File: config.mk
export PLATFORM = sky130hd
export DESIGN_NAME = ulaw_n_minus_one_mixer_flat
export DESIGN_NICKNAME = d
export VERILOG_FILES = /design/src/design/ulmix_pkg.sv /design/src/design/ulmix_req_if.sv /design/src/design/ulmix_rsp_if.sv /design/src/design/ulmix_csr_if.sv /design/src/design/ulmix_expand_lane.sv /design/src/design/ulmix_merge.sv /design/src/design/ulmix_encode_lane.sv /design/src/design/ulaw_n_minus_one_mixer.sv /design/src/flat_wrapper.sv
export VERILOG_INCLUDE_DIRS = /design/src /design/src/design
export SDC_FILE = /design/constraint.sdc
export NUM_CORES = 1
export LEC_CHECK = 0
export BUFFER_PORTS_ARGS = -buffer_cell sky130_fd_sc_hd__clkbuf_2
export CAP_MARGIN = 10
export CORE_ASPECT_RATIO = 1.1
export CORE_MARGIN = 2
export CORE_UTILIZATION = 59
export CTS_BUF_LIST = sky130_fd_sc_hd__clkbuf_2
export CTS_CLUSTER_DIAMETER = 80
export CTS_CLUSTER_SIZE = 14
export DETAILED_ROUTE_END_ITERATION = 10
export HOLD_SLACK_MARGIN = 0.08
export PLACE_DENSITY_LB_ADDON = 0.05
export SLEW_MARGIN = 10
export SYNTH_ARGS = -nofsm -noshare
export SYNTH_HDL_FRONTEND = slang
export SYNTH_SLANG_ARGS = --single-unit
File: constraint.sdc
create_clock -name clock -period 10.4 [get_ports clock]
set_input_delay 1.04 -clock clock [delete_from_list [all_inputs] [get_ports clock]]
set_output_delay 1.04 -clock clock [all_outputs]
set_load 0.02 [all_outputs]
File: src/design/ulaw_n_minus_one_mixer_macros.svh
// ----------------------------------------------------------------------------
// Assertion macros for the mu-law N-minus-one mixer
// Wrap concurrent assertions so that synthesis sees nothing of them.
// ----------------------------------------------------------------------------
`ifndef ULAW_N_MINUS_ONE_MIXER_MACROS_SVH
`define ULAW_N_MINUS_ONE_MIXER_MACROS_SVH

`ifndef SYNTHESIS

// Same-cycle implication
`define ULMIX_ASSERT_IMPL(lbl, clk, rst, ante, cons) \
   lbl: assert property (@(posedge clk) disable iff (rst) (ante) |-> (cons)) \
      else $error("ulmix assertion failed");

// Next-cycle implication
`define ULMIX_ASSERT_NEXT(lbl, clk, rst, ante, cons) \
   lbl: assert property (@(posedge clk) disable iff (rst) (ante) |=> (cons)) \
      else $error("ulmix assertion failed");

`else

`define ULMIX_ASSERT_IMPL(lbl, clk, rst, ante, cons)
`define ULMIX_ASSERT_NEXT(lbl, clk, rst, ante, cons)

`endif

`endif

File: src/design/ulmix_pkg.sv
// ----------------------------------------------------------------------------
// ulmix_pkg
// Widths, constants and the G.711 mu-law expand/compress functions.
// ----------------------------------------------------------------------------
`default_nettype none

package ulmix_pkg;

   // Lane count and field widths
   localparam int Parties = 7;
   localparam int CodeW   = 8;
   localparam int CountW  = 3;
   localparam int LinW    = 16;
   localparam int SumW    = LinW + $clog2(Parties);

   // Constants of the mu-law code
   localparam logic [LinW-1:0]         Bias    = LinW'(132);
   localparam logic [CodeW-1:0]        Silence = 8'hFF;
   localparam logic signed [LinW-1:0]  LinMax  = 16'sh7FFF;
   localparam logic signed [LinW-1:0]  LinMin  = 16'sh8000;
   localparam logic [CountW-1:0]       ActiveReset = 3'd7;

   typedef logic [CodeW-1:0]        code_type;
   typedef logic signed [LinW-1:0]  lin_type;
   typedef logic signed [SumW-1:0]  sum_type;

   // Expand one mu-law byte to signed linear
   function automatic lin_type ulaw_expand(input code_type code);
      logic [CodeW-1:0] u;
      logic [LinW-1:0]  t;
      lin_type          res;
      u = ~code;
      t = (LinW'({u[3:0], 3'b000}) + Bias) << u[6:4];
      if (u[7]) begin
         res = signed'(Bias - t);
      end else begin
         res = signed'(t - Bias);
      end
      return res;
   endfunction

   // Compress a 16-bit signed linear value to mu-law
   function automatic code_type ulaw_compress(input lin_type x);
      logic [LinW-1:0] mag;
      logic [LinW-1:0] shifted;
      logic [2:0]      seg;
      code_type        mask;
      code_type        res;
      if (x[LinW-1]) begin
         mag  = Bias + (~unsigned'(x) + 1'b1);
         mask = 8'h7F;
      end else begin
         mag  = unsigned'(x) + Bias;
         mask = 8'hFF;
      end
      // Highest set bit above bit 7 picks the segment
      seg = 3'd0;
      for (int s = 1; s < 8; s++) begin
         if (mag[s + 7]) begin
            seg = 3'(s);
         end
      end
      shifted = mag >> (4'(seg) + 4'd3);
      if (mag[LinW-1]) begin
         res = 8'h7F ^ mask;
      end else begin
         res = {1'b0, seg, shifted[3:0]} ^ mask;
      end
      return res;
   endfunction

endpackage

`default_nettype wire

File: src/design/ulmix_req_if.sv
// ----------------------------------------------------------------------------
// ulmix_req_if
// Input channel: one sample instant, one mu-law byte per party.
// ----------------------------------------------------------------------------
`default_nettype none

interface ulmix_req_if import ulmix_pkg::*; ();
   logic     valid;
   logic     ready;
   code_type party0_code;
   code_type party1_code;
   code_type party2_code;
   code_type party3_code;
   code_type party4_code;
   code_type party5_code;
   code_type party6_code;

   modport source (
      output valid, party0_code, party1_code, party2_code, party3_code,
             party4_code, party5_code, party6_code,
      input  ready
   );
   modport sink (
      input  valid, party0_code, party1_code, party2_code, party3_code,
             party4_code, party5_code, party6_code,
      output ready
   );
endinterface

`default_nettype wire

File: src/design/ulmix_rsp_if.sv
// ----------------------------------------------------------------------------
// ulmix_rsp_if
// Result channel: one mu-law mix per party.
// ----------------------------------------------------------------------------
`default_nettype none

interface ulmix_rsp_if import ulmix_pkg::*; ();
   logic     valid;
   logic     ready;
   code_type mix0_code;
   code_type mix1_code;
   code_type mix2_code;
   code_type mix3_code;
   code_type mix4_code;
   code_type mix5_code;
   code_type mix6_code;

   modport source (
      output valid, mix0_code, mix1_code, mix2_code, mix3_code,
             mix4_code, mix5_code, mix6_code,
      input  ready
   );
   modport sink (
      input  valid, mix0_code, mix1_code, mix2_code, mix3_code,
             mix4_code, mix5_code, mix6_code,
      output ready
   );
endinterface

`default_nettype wire

File: src/design/ulmix_csr_if.sv
// ----------------------------------------------------------------------------
// ulmix_csr_if
// Configuration write channel for the active party count.
// ----------------------------------------------------------------------------
`default_nettype none

interface ulmix_csr_if import ulmix_pkg::*; ();
   logic              valid;
   logic              ready;
   logic [CountW-1:0] active_streams;

   modport source (output valid, active_streams, input ready);
   modport sink   (input valid, active_streams, output ready);
endinterface

`default_nettype wire

File: src/design/ulmix_expand_lane.sv
// ----------------------------------------------------------------------------
// ulmix_expand_lane
// Expand one party's mu-law byte to linear; inactive lanes contribute zero.
// ----------------------------------------------------------------------------
`default_nettype none

module ulmix_expand_lane import ulmix_pkg::*; (
   input  wire logic     clock,
   input  wire logic     load,
   input  wire logic     active,
   input  wire code_type code,
   output lin_type       lin,
   output logic          act
);

   lin_type lin_ff, lin_in;
   logic    act_ff;

   // Mask the linear value of an inactive lane
   assign lin_in = active ? ulaw_expand(code) : '0;

   // Capture on item acceptance
   always_ff @(posedge clock) begin
      if (load) begin
         lin_ff <= lin_in;
         act_ff <= active;
      end
   end

   assign lin = lin_ff;
   assign act = act_ff;

endmodule

`default_nettype wire

File: src/design/ulmix_merge.sv
// ----------------------------------------------------------------------------
// ulmix_merge
// Sum the linear values of all lanes and carry each lane's own value along.
// ----------------------------------------------------------------------------
`default_nettype none

module ulmix_merge import ulmix_pkg::*; (
   input  wire logic               clock,
   input  wire logic               load,
   input  wire lin_type            lin_i [Parties],
   input  wire logic [Parties-1:0] act_i,
   output sum_type                 sum_o,
   output lin_type                 lin_o [Parties],
   output logic [Parties-1:0]      act_o
);

   sum_type            sum_ff, sum_in;
   lin_type            lin_ff [Parties];
   logic [Parties-1:0] act_ff;

   // Add all lanes; inactive lanes are already zero
   always_comb begin
      sum_in = '0;
      for (int k = 0; k < Parties; k++) begin
         sum_in = sum_in + SumW'(lin_i[k]);
      end
   end

   // Advance the stage
   always_ff @(posedge clock) begin
      if (load) begin
         sum_ff <= sum_in;
         lin_ff <= lin_i;
         act_ff <= act_i;
      end
   end

   assign sum_o = sum_ff;
   assign lin_o = lin_ff;
   assign act_o = act_ff;

endmodule

`default_nettype wire

File: src/design/ulmix_encode_lane.sv
// ----------------------------------------------------------------------------
// ulmix_encode_lane
// Remove one party from the sum, saturate to 16 bits and compress to mu-law; inactive lanes give silence.
// ----------------------------------------------------------------------------
`default_nettype none

module ulmix_encode_lane import ulmix_pkg::*; (
   input  wire logic     clock,
   input  wire logic     load,
   input  wire sum_type  sum,
   input  wire lin_type  lin,
   input  wire logic     act,
   output code_type      code
);

   sum_type             diff;
   lin_type             sat;
   logic [SumW-LinW:0]  top_bits;
   code_type            code_ff, code_in;

   // Everyone except this party
   assign diff     = sum - SumW'(lin);
   assign top_bits = diff[SumW-1:LinW-1];

   // Clamp to the signed 16-bit range
   always_comb begin
      if ((&top_bits) || !(|top_bits)) begin
         sat = diff[LinW-1:0];
      end else if (diff[SumW-1]) begin
         sat = LinMin;
      end else begin
         sat = LinMax;
      end
   end

   assign code_in = act ? ulaw_compress(sat) : Silence;

   // Hold the result until the stage advances
   always_ff @(posedge clock) begin
      if (load) begin
         code_ff <= code_in;
      end
   end

   assign code = code_ff;

endmodule

`default_nettype wire

File: src/design/ulaw_n_minus_one_mixer.sv
// ----------------------------------------------------------------------------
// ulaw_n_minus_one_mixer: an accepted item passes the expand, sum and encode
// registers to the result. Throughput is one item per cycle while the result
// is not stalled; each stage fills while the result waits. Synchronous reset
// empties the pipeline and sets active_streams to 7.
// ----------------------------------------------------------------------------
`default_nettype none

`include "ulaw_n_minus_one_mixer_macros.svh"

module ulaw_n_minus_one_mixer import ulmix_pkg::*; (
   input  wire logic clock,
   input  wire logic reset,
   ulmix_req_if.sink   req_chan,
   ulmix_rsp_if.source rsp_chan,
   ulmix_csr_if.sink   csr_chan
);

   logic [CountW-1:0]  active_ff, active_in;
   logic               s1_v_ff, s1_v_in;
   logic               s2_v_ff, s2_v_in;
   logic               s3_v_ff, s3_v_in;
   logic               s1_rdy, s2_rdy, s3_rdy;
   logic               load1, load2, load3;

   code_type           req_code [Parties];
   code_type           mix_code [Parties];
   logic [Parties-1:0] lane_on;
   lin_type            s1_lin [Parties];
   logic [Parties-1:0] s1_act;
   sum_type            s2_sum;
   lin_type            s2_lin [Parties];
   logic [Parties-1:0] s2_act;

   // Configuration register
   assign csr_chan.ready = 1'b1;
   assign active_in = csr_chan.valid ? csr_chan.active_streams : active_ff;

   always_ff @(posedge clock) begin
      if (reset) begin
         active_ff <= ActiveReset;
      end else begin
         active_ff <= active_in;
      end
   end

   // Stage handshake: a stage takes an item when it is empty or drains
   assign s3_rdy = !s3_v_ff || rsp_chan.ready;
   assign s2_rdy = !s2_v_ff || s3_rdy;
   assign s1_rdy = !s1_v_ff || s2_rdy;

   assign load1 = s1_rdy && req_chan.valid;
   assign load2 = s2_rdy && s1_v_ff;
   assign load3 = s3_rdy && s2_v_ff;

   assign s1_v_in = s1_rdy ? req_chan.valid : s1_v_ff;
   assign s2_v_in = s2_rdy ? s1_v_ff : s2_v_ff;
   assign s3_v_in = s3_rdy ? s2_v_ff : s3_v_ff;

   always_ff @(posedge clock) begin
      if (reset) begin
         s1_v_ff <= 1'b0;
         s2_v_ff <= 1'b0;
         s3_v_ff <= 1'b0;
      end else begin
         s1_v_ff <= s1_v_in;
         s2_v_ff <= s2_v_in;
         s3_v_ff <= s3_v_in;
      end
   end

   assign req_chan.ready = s1_rdy;
   assign rsp_chan.valid = s3_v_ff;

   // Gather the input fields into lanes
   assign req_code[0] = req_chan.party0_code;
   assign req_code[1] = req_chan.party1_code;
   assign req_code[2] = req_chan.party2_code;
   assign req_code[3] = req_chan.party3_code;
   assign req_code[4] = req_chan.party4_code;
   assign req_code[5] = req_chan.party5_code;
   assign req_code[6] = req_chan.party6_code;

   // Expand and encode lanes
   for (genvar k = 0; k < Parties; k++) begin : g_lane
      assign lane_on[k] = active_ff > CountW'(k);

      ulmix_expand_lane i_expand (
         .clock  (clock),
         .load   (load1),
         .active (lane_on[k]),
         .code   (req_code[k]),
         .lin    (s1_lin[k]),
         .act    (s1_act[k])
      );

      ulmix_encode_lane i_encode (
         .clock (clock),
         .load  (load3),
         .sum   (s2_sum),
         .lin   (s2_lin[k]),
         .act   (s2_act[k]),
         .code  (mix_code[k])
      );
   end

   ulmix_merge i_merge (
      .clock (clock),
      .load  (load2),
      .lin_i (s1_lin),
      .act_i (s1_act),
      .sum_o (s2_sum),
      .lin_o (s2_lin),
      .act_o (s2_act)
   );

   // Drive the result fields
   assign rsp_chan.mix0_code = mix_code[0];
   assign rsp_chan.mix1_code = mix_code[1];
   assign rsp_chan.mix2_code = mix_code[2];
   assign rsp_chan.mix3_code = mix_code[3];
   assign rsp_chan.mix4_code = mix_code[4];
   assign rsp_chan.mix5_code = mix_code[5];
   assign rsp_chan.mix6_code = mix_code[6];

   // Checks on the stage handoff
   `ULMIX_ASSERT_NEXT(a_accept_fills_s1, clock, reset, req_chan.valid && s1_rdy, s1_v_ff)
   `ULMIX_ASSERT_NEXT(a_s2_holds_sum, clock, reset, s2_v_ff && !s3_rdy, s2_v_ff && $stable(s2_sum))
   `ULMIX_ASSERT_NEXT(a_s2_to_rsp, clock, reset, s2_v_ff && s3_rdy, rsp_chan.valid)

endmodule

`default_nettype wire
File: src/flat_wrapper.sv
// flat-port wrapper written by rule: the top's interface ports become plain ports
module ulaw_n_minus_one_mixer_flat import ulmix_pkg::*;
  (clock, reset, req_chan_valid, req_chan_party0_code, req_chan_party1_code, req_chan_party2_code, req_chan_party3_code, req_chan_party4_code, req_chan_party5_code, req_chan_party6_code, req_chan_ready, rsp_chan_valid, rsp_chan_mix0_code, rsp_chan_mix1_code, rsp_chan_mix2_code, rsp_chan_mix3_code, rsp_chan_mix4_code, rsp_chan_mix5_code, rsp_chan_mix6_code, rsp_chan_ready, csr_chan_valid, csr_chan_active_streams, csr_chan_ready);
  ulmix_req_if req_chan_i ();
  ulmix_rsp_if rsp_chan_i ();
  ulmix_csr_if csr_chan_i ();
  input  wire logic clock;
  input  wire logic reset;
  input wire logic [$bits(req_chan_i.valid)-1:0] req_chan_valid;
  input wire logic [$bits(req_chan_i.party0_code)-1:0] req_chan_party0_code;
  input wire logic [$bits(req_chan_i.party1_code)-1:0] req_chan_party1_code;
  input wire logic [$bits(req_chan_i.party2_code)-1:0] req_chan_party2_code;
  input wire logic [$bits(req_chan_i.party3_code)-1:0] req_chan_party3_code;
  input wire logic [$bits(req_chan_i.party4_code)-1:0] req_chan_party4_code;
  input wire logic [$bits(req_chan_i.party5_code)-1:0] req_chan_party5_code;
  input wire logic [$bits(req_chan_i.party6_code)-1:0] req_chan_party6_code;
  output wire logic [$bits(req_chan_i.ready)-1:0] req_chan_ready;
  output wire logic [$bits(rsp_chan_i.valid)-1:0] rsp_chan_valid;
  output wire logic [$bits(rsp_chan_i.mix0_code)-1:0] rsp_chan_mix0_code;
  output wire logic [$bits(rsp_chan_i.mix1_code)-1:0] rsp_chan_mix1_code;
  output wire logic [$bits(rsp_chan_i.mix2_code)-1:0] rsp_chan_mix2_code;
  output wire logic [$bits(rsp_chan_i.mix3_code)-1:0] rsp_chan_mix3_code;
  output wire logic [$bits(rsp_chan_i.mix4_code)-1:0] rsp_chan_mix4_code;
  output wire logic [$bits(rsp_chan_i.mix5_code)-1:0] rsp_chan_mix5_code;
  output wire logic [$bits(rsp_chan_i.mix6_code)-1:0] rsp_chan_mix6_code;
  input wire logic [$bits(rsp_chan_i.ready)-1:0] rsp_chan_ready;
  input wire logic [$bits(csr_chan_i.valid)-1:0] csr_chan_valid;
  input wire logic [$bits(csr_chan_i.active_streams)-1:0] csr_chan_active_streams;
  output wire logic [$bits(csr_chan_i.ready)-1:0] csr_chan_ready;
  assign req_chan_i.valid = req_chan_valid;
  assign req_chan_i.party0_code = req_chan_party0_code;
  assign req_chan_i.party1_code = req_chan_party1_code;
  assign req_chan_i.party2_code = req_chan_party2_code;
  assign req_chan_i.party3_code = req_chan_party3_code;
  assign req_chan_i.party4_code = req_chan_party4_code;
  assign req_chan_i.party5_code = req_chan_party5_code;
  assign req_chan_i.party6_code = req_chan_party6_code;
  assign req_chan_ready = req_chan_i.ready;
  assign rsp_chan_valid = rsp_chan_i.valid;
  assign rsp_chan_mix0_code = rsp_chan_i.mix0_code;
  assign rsp_chan_mix1_code = rsp_chan_i.mix1_code;
  assign rsp_chan_mix2_code = rsp_chan_i.mix2_code;
  assign rsp_chan_mix3_code = rsp_chan_i.mix3_code;
  assign rsp_chan_mix4_code = rsp_chan_i.mix4_code;
  assign rsp_chan_mix5_code = rsp_chan_i.mix5_code;
  assign rsp_chan_mix6_code = rsp_chan_i.mix6_code;
  assign rsp_chan_i.ready = rsp_chan_ready;
  assign csr_chan_i.valid = csr_chan_valid;
  assign csr_chan_i.active_streams = csr_chan_active_streams;
  assign csr_chan_ready = csr_chan_i.ready;
  ulaw_n_minus_one_mixer u_core (.clock(clock), .reset(reset), .req_chan(req_chan_i), .rsp_chan(rsp_chan_i), .csr_chan(csr_chan_i));
endmodule
==> flow_summary.ini <==
[cts]
ctsLongestPathBuffers = 3
clk_pin_slew_worst_paths_ns = 0.23
cts_setup_buffers = 0
cts_root_buffer = clkbuf_2
clk_latency_ns = 1.08
htree_levels = 1
cts.sinks = 289
cts_tree = yes
cts_made_buffers = 29

[setup_path]
crit_path_end_kind = flop
worst-endpoint-required_ns = 11.21
path_class = reg -> reg
critPathArrivalTime_ns = 8.59
critical_path.max_fanout = 12
crit_path_start_kind = flop

[grt]
grt_max_degree = 71
grt_pass1_vias = 27000
grt_use_total = 0.321
grt-ovfl-total = 0
grt_pass1_wl_um = 144000
antenna_found_initial = 3

[synthesis]
netlist_area_um2 = 31700
synth_edf_count = 283
synth-warning-count = 0
syn-num-nets = 4183
avgSynthCellArea_um2 = 8.23
synth-seq-cells = 289
ys.flop_type = edfxtp_1
synth-async-reset-ratio = 0
synth.distinct_cells = 108
ys_seq_area_frac = 0.272
netlist_instances = 3854

[floorplanning]
die_area_um2 = 55600
dieHeight_um = 247
ios = 123
core-area_um2 = 53500
start_util = 0.594
die_w_um = 225
num_rows = 89

[timing]
final.setup.tns_ns = 0
tightest_slew_ns = 1.06
max_freq_mhz = 129
finalCritPeriodShare = 0.748
finalHoldViolations = 0
skew_ns = 0.0989
layout_setup_ws_ns = 2.62
slew_violations = 0
setup_viol = 0
rsz0062_at_grt = false
fin_hold_ws_ns = 0.202
max-slew-margin-rel = 0.285
fin_crit_ns = 7.78

[routing]
drt_iter0_drc = 2967
drc = 0
drt-total-wl_um = 91500
first_pass_iters = 6
wl_per_cell_um = 20.0
vias_per_cell = 6.49
vias = 29700
drtAntennaViolNets = 0

[min_path]
hold_class = in -> reg

[cells_and_area]
drive_gt1_frac = 0.0763
nNetsFinal = 4204
final_common_cell = nor2_1
area_delta_synth_final_pct = 4.20
fin_util = 0.619
layout_common_cells = nor2_1 (410), nand2_1 (377), a21oi_1 (294)

[placement]
dp_slack_ns = 2.67
gp_congestion = 0.967
portBuffers = 121
dp.final_hpwl_um = 72200

[status]
outcome = completed

[flow_run]
maxCapViolCount = 0
## through the flow
step	std cells	cell area, µm²
6_report	4574	33100
2_1_floorplan	3854	31700
3_3_place_gp	4523	32800
3_5_place_dp	4523	32800
5_1_grt	4574	33100
4_1_cts	4572	33100
## critical path, cell delays in order (launching register included)
cell and delay, ns:
edfxtp_1 0.66, ha_1 0.48, o21a_1 0.23, o21a_1 0.27, o21ai_1 0.24, a21o_1 0.27
o21ai_0 0.17, a311oi_1 0.47, or3_1 0.40, and2_1 0.27, nor2_1 0.06, a21oi_1 0.16
ha_1 0.32, or4b_2 0.61, nor3_1 0.16, a311oi_1 0.09, a31oi_1 0.26, o21ai_0 0.21
xnor2_1 0.20, nor3_1 0.06, a31oi_1 0.39, inv_1 0.12, a22oi_1 0.60, a21o_1 0.37
mux2i_1 0.22, o211ai_1 0.10, and3_1 0.16
## sequential cells by signal (all words and copies together), names as in the netlist
register and flops:
u_core.g_lane.i_expand.lin 98, u_core.i_merge.lin_o 98, u_core.g_lane.i_encode.code 56, u_core.i_merge.sum_o 17, u_core.g_lane.i_expand.act 7, u_core.i_merge.act_o 7, u_core.active_ff 3, u_core.rsp_chan.valid 1
u_core.s1_v_ff 1, u_core.s2_v_ff 1
## routing by layer
| layer | up-vias | track usage | part of all wire |
|---|---|---|---|
| li1 | 14200 | - | - |
| met1 | 14000 | 0.454 | 0.45 |
| met2 | 1275 | 0.509 | 0.45 |
| met3 | 168 | 0.0323 | 0.070 |
| met4 | 2 | 0.116 | 0.037 |
| met5 | - | 0 | 0.00014 |
## Yosys cell counts (12+ instances only)
| cell type | instances | share of area |
|---|---|---|
| a211o_1 | 22 | 0.0061 |
| a211oi_1 | 52 | 0.012 |
| a21boi_0 | 22 | 0.0052 |
| a21o_1 | 58 | 0.014 |
| a21oi_1 | 294 | 0.046 |
| a221oi_1 | 18 | 0.0050 |
| a22oi_1 | 15 | 0.0035 |
| a31oi_1 | 56 | 0.011 |
| a32oi_1 | 12 | 0.0033 |
| and2_1 | 46 | 0.0091 |
| and3_1 | 29 | 0.0057 |
| buf_2 | 14 | 0.0022 |
| clkbuf_1 | 126 | 0.015 |
| edfxtp_1 | 283 | 0.27 |
| fa_1 | 72 | 0.045 |
| ha_1 | 193 | 0.076 |
| inv_1 | 229 | 0.027 |
| mux2_2 | 36 | 0.013 |
| mux2i_1 | 71 | 0.022 |
| nand2_1 | 377 | 0.045 |
| nand2b_1 | 51 | 0.010 |
| nand3_1 | 96 | 0.015 |
| nand4_1 | 26 | 0.0051 |
| nor2_1 | 410 | 0.049 |
| nor2b_1 | 54 | 0.011 |
| nor3_1 | 96 | 0.015 |
| nor3b_1 | 12 | 0.0028 |
| nor4_1 | 14 | 0.0028 |
| o2111ai_1 | 19 | 0.0052 |
| o211ai_1 | 58 | 0.014 |
| o21a_1 | 56 | 0.013 |
| o21ai_0 | 263 | 0.041 |
| o21ai_1 | 26 | 0.0041 |
| o21bai_1 | 19 | 0.0045 |
| o22ai_1 | 30 | 0.0059 |
| o31ai_1 | 28 | 0.0066 |
| or2_2 | 30 | 0.0059 |
| or3_1 | 24 | 0.0047 |
| or4_1 | 12 | 0.0028 |
| xnor2_1 | 159 | 0.044 |
| xor2_1 | 99 | 0.027 |
## what timing repair did
action,4_1_cts,5_1_grt
resized for setup,0,0
hold buffers,3,0
hold endpoints to repair,5,0
## cell type report
class	instances	area, µm²
Clock buffer	34	170
Inverter	231	867
Timing Repair Buffer	142	771
Multi-Input combinational cell	3182	21700
Tap cell	682	853
Sequential cell	289	8620
Clock inverter	12	98.8
Antenna cell	2	5.00
Fill cell	4709	20400
## worst paths after layout
kind / end / slack [ns] / from / cells after the start
min: u_core.active_ff[0]$_SDFFE_PP1P_ / 0.20 / csr_chan_active_streams[0] / 2
max reg2reg: u_core.g_lane[4].i_encode.code[0]$_SDFFCE_PN1P_ / 2.62 / u_core.i_merge.sum_o[2]$_DFFE_PP_ / 26
max: u_core.g_lane[4].i_encode.code[0]$_SDFFCE_PN1P_ / 2.62 / u_core.i_merge.sum_o[2]$_DFFE_PP_ / 26
min reg2reg: u_core.i_merge.act_o[4]$_DFFE_PP_ / 0.45 / u_core.g_lane[4].i_expand.act$_DFFE_PP_ / 0
## kinds of logic (layout without fill, tap and decap cells)
group	Yosys count	after routing	synth area share
adder cells (fa/ha/maj)	265	265	0.122
multiplexers	109	109	0.0359
buffers and inverters	383	419	0.0462
AO/OA/AOI/OAI	1229	1229	0.258
flip-flops	289	289	0.272
other	1	3	0.000118
AND/OR/NAND/NOR	1318	1318	0.194
XOR/XNOR	260	260	0.0722
Power is not shown: default switching activity piles up to over one toggle a cycle in this logic, so the estimate is an artifact.
